$ cat config.mk
export PLATFORM = sky130hd
export DESIGN_NAME = rll_sym_ram
export DESIGN_NICKNAME = d
export VERILOG_FILES = /design/src/sv/rll_pkg.sv /design/src/sv/rll_sym_ram.sv
export SDC_FILE = /design/constraint.sdc
export NUM_CORES = 2
export LEC_CHECK = 0
export BUFFER_PORTS_ARGS = -buffer_cell sky130_fd_sc_hd__buf_2
export CORE_UTILIZATION = 35
export DETAILED_ROUTE_END_ITERATION = 16
export SLEW_MARGIN = 25
export SYNTH_ARGS = -nofsm -noshare
export SYNTH_HDL_FRONTEND = slang
export SYNTH_MEMORY_MAX_BITS = 65536
export SYNTH_SLANG_ARGS = --single-unit
$ cat constraint.sdc
create_clock -name clk_i -period 10.3 [get_ports clk_i]
set_input_delay 2.575 -clock clk_i [delete_from_list [all_inputs] [get_ports clk_i]]
set_output_delay 2.575 -clock clk_i [all_outputs]
set_load 0.005 [all_outputs]
$ cat src/sv/rll_pkg.sv
// Shared types and constants for the relocating linking loader.
package rll_pkg;

  localparam int unsigned SymbolEntriesDef = 64;
  localparam int unsigned MaxSectionsDef   = 16;
  localparam int unsigned MemAddrBitsDef   = 20;

  localparam int unsigned AddrW    = 20;
  localparam int unsigned NameW    = 48;
  localparam int unsigned WideAddrW = 25;
  localparam int unsigned InDataW  = 104;
  localparam int unsigned OutDataW = 32;

  localparam logic [3:0] HalfBytesShort = 4'd5;
  localparam logic [3:0] HalfBytesLong  = 4'd6;

  typedef enum logic [2:0] {
    OP_HDR1   = 3'd0,
    OP_DEFINE = 3'd1,
    OP_HDR2   = 3'd2,
    OP_TEXT   = 3'd3,
    OP_MODIFY = 3'd4,
    OP_READ   = 3'd5,
    OP_LOOKUP = 3'd6,
    OP_NONE   = 3'd7
  } op_e;

  typedef enum logic [1:0] {
    ST_OK      = 2'd0,
    ST_MISSING = 2'd1,
    ST_BAD_LEN = 2'd2,
    ST_FULL    = 2'd3
  } status_e;

  typedef enum logic [2:0] {
    S_IDLE,
    S_SEC,
    S_SRCH_RD,
    S_SRCH_CMP,
    S_ENTER,
    S_MOD_RD,
    S_MOD_WR,
    S_DONE
  } state_e;

  typedef struct packed {
    status_e           status;
    logic              found;
    logic [AddrW-1:0]  symbol_value;
    logic [7:0]        read_data;
  } result_t;

  typedef struct packed {
    logic [NameW-1:0] name;
    logic [AddrW-1:0] value;
  } sym_entry_t;

endpackage

$ cat src/sv/rll_sym_ram.sv
// Symbol table storage: one write port, one registered read port.
module rll_sym_ram #(
  parameter int unsigned ENTRIES = rll_pkg::SymbolEntriesDef,
  parameter int unsigned IW      = $clog2(ENTRIES)
) (
  input  logic                    clk_i,
  input  logic                    we_i,
  input  logic [IW-1:0]           waddr_i,
  input  rll_pkg::sym_entry_t     wdata_i,
  input  logic [IW-1:0]           raddr_i,
  output rll_pkg::sym_entry_t     rdata_o
);
  import rll_pkg::*;

  sym_entry_t mem_q [ENTRIES];
  sym_entry_t rdata_q;

  always_ff @(posedge clk_i) begin
    if (we_i) begin
      mem_q[waddr_i] <= wdata_i;
    end
    rdata_q <= mem_q[raddr_i];
  end

  assign rdata_o = rdata_q;

endmodule

==> key figures <==
Critical path
  – CP Max Fanout: slightly below 80
  – Crit. End Element: register
  – Crit-path cells: buf_8 -> buf_4 -> buf_4 -> mux4_2 -> o22ai_1 -> nor4_1 -> buf_4 -> o22a_1
  – CP top delay family: buffers and inverters
  – Crit Path Category: in -> reg
  – Worst EP required: 11,200 ps
  – Critical path arrival: about 6500 ps
  – Worst-path cell with the longest stage delay: nor4_1
  – CP bufs+invs: 4
  – Worst setup SP type: primary input
  – Top cell by count, worst path: buf_4
  – Delay of the slowest critical-path stage: just over 800 ps

Place
  – Post-DP HPWL: ~270,000 um
  – Placed Cells: 13,280
  – IO Port Bufs: 149
  – GP Congestion: 0.8174

STA
  – Clock skew: between 50 and 60 ps
  – Least-Margin Pin Slew: approximately 1200 ps
  – Hold Slack: around 770 ps
  – Final setup viols: 0
  – Final hold vios: 0
  – Slew Limit Fails: 0
  – RSZ-0062 raised after global routing: false
  – Fin crit period: 5589 ps
  – Slew HR: 23.27%
  – Setup_tns: 0 ps
  – Achievable clock frequency: between 0.15 and 0.2 GHz
  – Fin crit share: 54.26%

Floorplan
  – Core area: around 470,000 um^2
  – Io pins: 150
  – Die Ht: a little under 700 um
  – Die X-Extent: between 600 and 700 um
  – Starting Density: roughly a third
  – Rows: 252
  – Die ar.: approximately 480,000 um^2

Yosys
  – Yosys cell types: 35
  – Syn Inst Count: a little over 7,000
  – Commonest cells post-synth: 4,352 x edfxtp_1, 1,031 x mux4_2, 370 x o22ai_1
  – Most frequent cell after synthesis: edfxtp_1
  – Top-area cell type share of the netlist area: around four fifths
  – Dominant synthesized flop cell: edfxtp_1
  – Post-synth EDFFs: 4,352
  – Yosys reg bits: between 4,000 and 5,000
  – Syn Area/Cell: about 23 um^2
  – Synth top area cells: edfxtp_1 79%, mux4_2 14%, o22ai_1 1.4%, dfxtp_1 0.82%, mux2i_1 0.79%
  – Synth warn: 0
  – Mapped cell area: 165,500 um^2
  – Register area share after synthesis: about 80%
  – Synth area leader: edfxtp_1
  – Mapped Nets: 7,159
  – Asr flop ratio synth: 0%

Drt
  – DRT iter0 DRCs: 12,260
  – WL/cell: approximately 33 um
  – Via count: 81,110
  – Routed wire length: 471,400 um
  – DRC errors left: 0
  – Detail-routed via count per cell: between 5 and 6
  – Drt first pass iters: 6
  – DRT antenna net count: 0

Global route
  – GRT Residual Overflow: 0
  – Vias in the first global route: 80,590
  – GRT Total Usage: between 15 and 20%
  – Global-route wire length before repair: between 600,000 and 700,000 um
  – Antenna violations before repair: 59
  – Largest net degree at the start of global routing: 118

Finish
  – Share of cells above drive strength 1: between 20% and 30%
  – Area Growth Syn to Fin: 14.04%
  – Final Non-Filler Cells: around 14,000
  – Final layout net count: ~7,600
  – FILL cells: ~41,000

Clock tree
  – Root buf cell: clkbuf_16
  – CTS tree: done
  – Sink Count: 4,420
  – Clock slew at the register clock pins of the worst setup and hold paths: 60 ps
  – Inserted Clock Buffers: around 430
  – Postcts setup bufs: 0
  – CTS max path bufs: 4
  – Clock Latency Late Sink: around 960 ps
  – Count of cells resized by post-cts repair: 0
  – Htree depth: 5
  – Hold buffer count at CTS: 0

Power and ir drop
  – Leakage: between 50 and 60 nW
  – Clock share of power: between 40% and 50%
  – PwrDens: a little under 200 nW/um^2
  – NetSw: ~8 mW
  – Power Internal: between 20 and 30 mW
  – Max rail drop VDD: roughly 0.16 mV
  – Sw frac: between 20% and 30%
  – Comb power frac: under 10%
  – Tot Pwr: roughly 37 mW
  – Sequential Power Share: about 54%

Run
  – MaxCap Viol Count: 0

Hold path
  – Hold Path Class: reg -> reg

Status
  – Outcome: completed
[cells by family after synthesis]
kind of cell,Yosys count,share of synthesized area [%]
AO/OA/AOI/OAI,669,2.781
buffers and inverters,414,1.333
flip-flops,4420,79.78
multiplexers,1161,14.81
AND/OR/NAND/NOR,413,1.292
[worst min-delay path: stages, from the launching register on]
cell and delay, ps:
edfxtp_1 320, mux2i_1 70, nand2_1 60, a31oi_1 70, o21ai_0 80, o211a_1 150
[through the flow]
| step | setup slack, ps | util [%] | cell area [um^2] |
|---|---|---|---|
| global route | 4686 | 40.07 | 188700 |
| CTS | 4764 | 40.02 | 188500 |
| global placement | 3759 | 37.02 | 174400 |
| floorplan | 2034 | - | 165500 |
| finish | 4711 | 40.07 | 188800 |
| detailed placement | 3742 | 37.11 | 174800 |
[sequential cells by signal, summed over array words and instances, names as in the netlist]
name / cells
rdata_o: 68
mem_q: 4352
[power by group through the flow]
| stage | Clock [mW] | Combinational, mW | Sequential [mW] |
|---|---|---|---|
| 2_1_floorplan | 0 | 0.922 | 20.3 |
| 3_3_place_gp | 0 | 1.70 | 20.4 |
| 3_5_place_dp | 0 | 1.73 | 20.4 |
| 4_1_cts | 15.5 | 1.74 | 20.0 |
| 5_1_grt | 16.2 | 1.82 | 20.0 |
| 6_report | 15.4 | 1.73 | 20.0 |
[worst paths after layout]
kind | from | endpoint | slack [ps] | depth (start not counted)
max reg2reg | mem_q[53][46]$_DFFE_PP_ | rdata_o[46]$_DFF_P_ | 8230 | 4
min | mem_q[5][59]$_DFFE_PP_ | rdata_o[59]$_DFF_P_ | 770 | 5
max | raddr_i[1] | rdata_o[3]$_DFF_P_ | 4710 | 8
min reg2reg | mem_q[5][59]$_DFFE_PP_ | rdata_o[59]$_DFF_P_ | 770 | 5
[routing by layer]
| layer | global-route usage, % | routed length, um |
|---|---|---|
| met1 | 27.65 | 187400 |
| met2 | 31.08 | 223100 |
| met3 | 3.871 | 48290 |
| met4 | 4.643 | 12490 |
| met5 | 0 | 121 |
[layout by cell type, fill, tap and decap left out, types with 56 or more instances in the layout]
cell type	netlist	final
edfxtp_1	4352	4352
mux4_2	1031	1031
clkbuf_16	0	437
o22ai_1	370	370
buf_4	68	249
mux2i_1	130	130
a211oi_1	108	108
buf_2	83	108
clkbuf_1	185	107
nor3_1	103	101
clkinv_1	0	92
nor2b_1	84	81
clkinv_2	0	76
dfxtp_1	68	68
nor2_4	0	62
a22oi_1	60	60
o22a_1	56	56
[final cells by class]
type / count / area (um^2) / share of cell area, %
inverters: 1 / 5.005 / 0.002651
clock buffers: 571 / 11710 / 6.203
well taps: 6223 / 7786 / 4.125
clock inverters: 224 / 2018 / 1.069
repair buffers: 401 / 3303 / 1.750
flip-flops and latches: 4420 / 132000 / 69.96
multi-input cells: 2243 / 31860 / 16.88
diodes: 10 / 25.02 / 0.01326
Note: power is estimated with default switching activity, not from simulation.
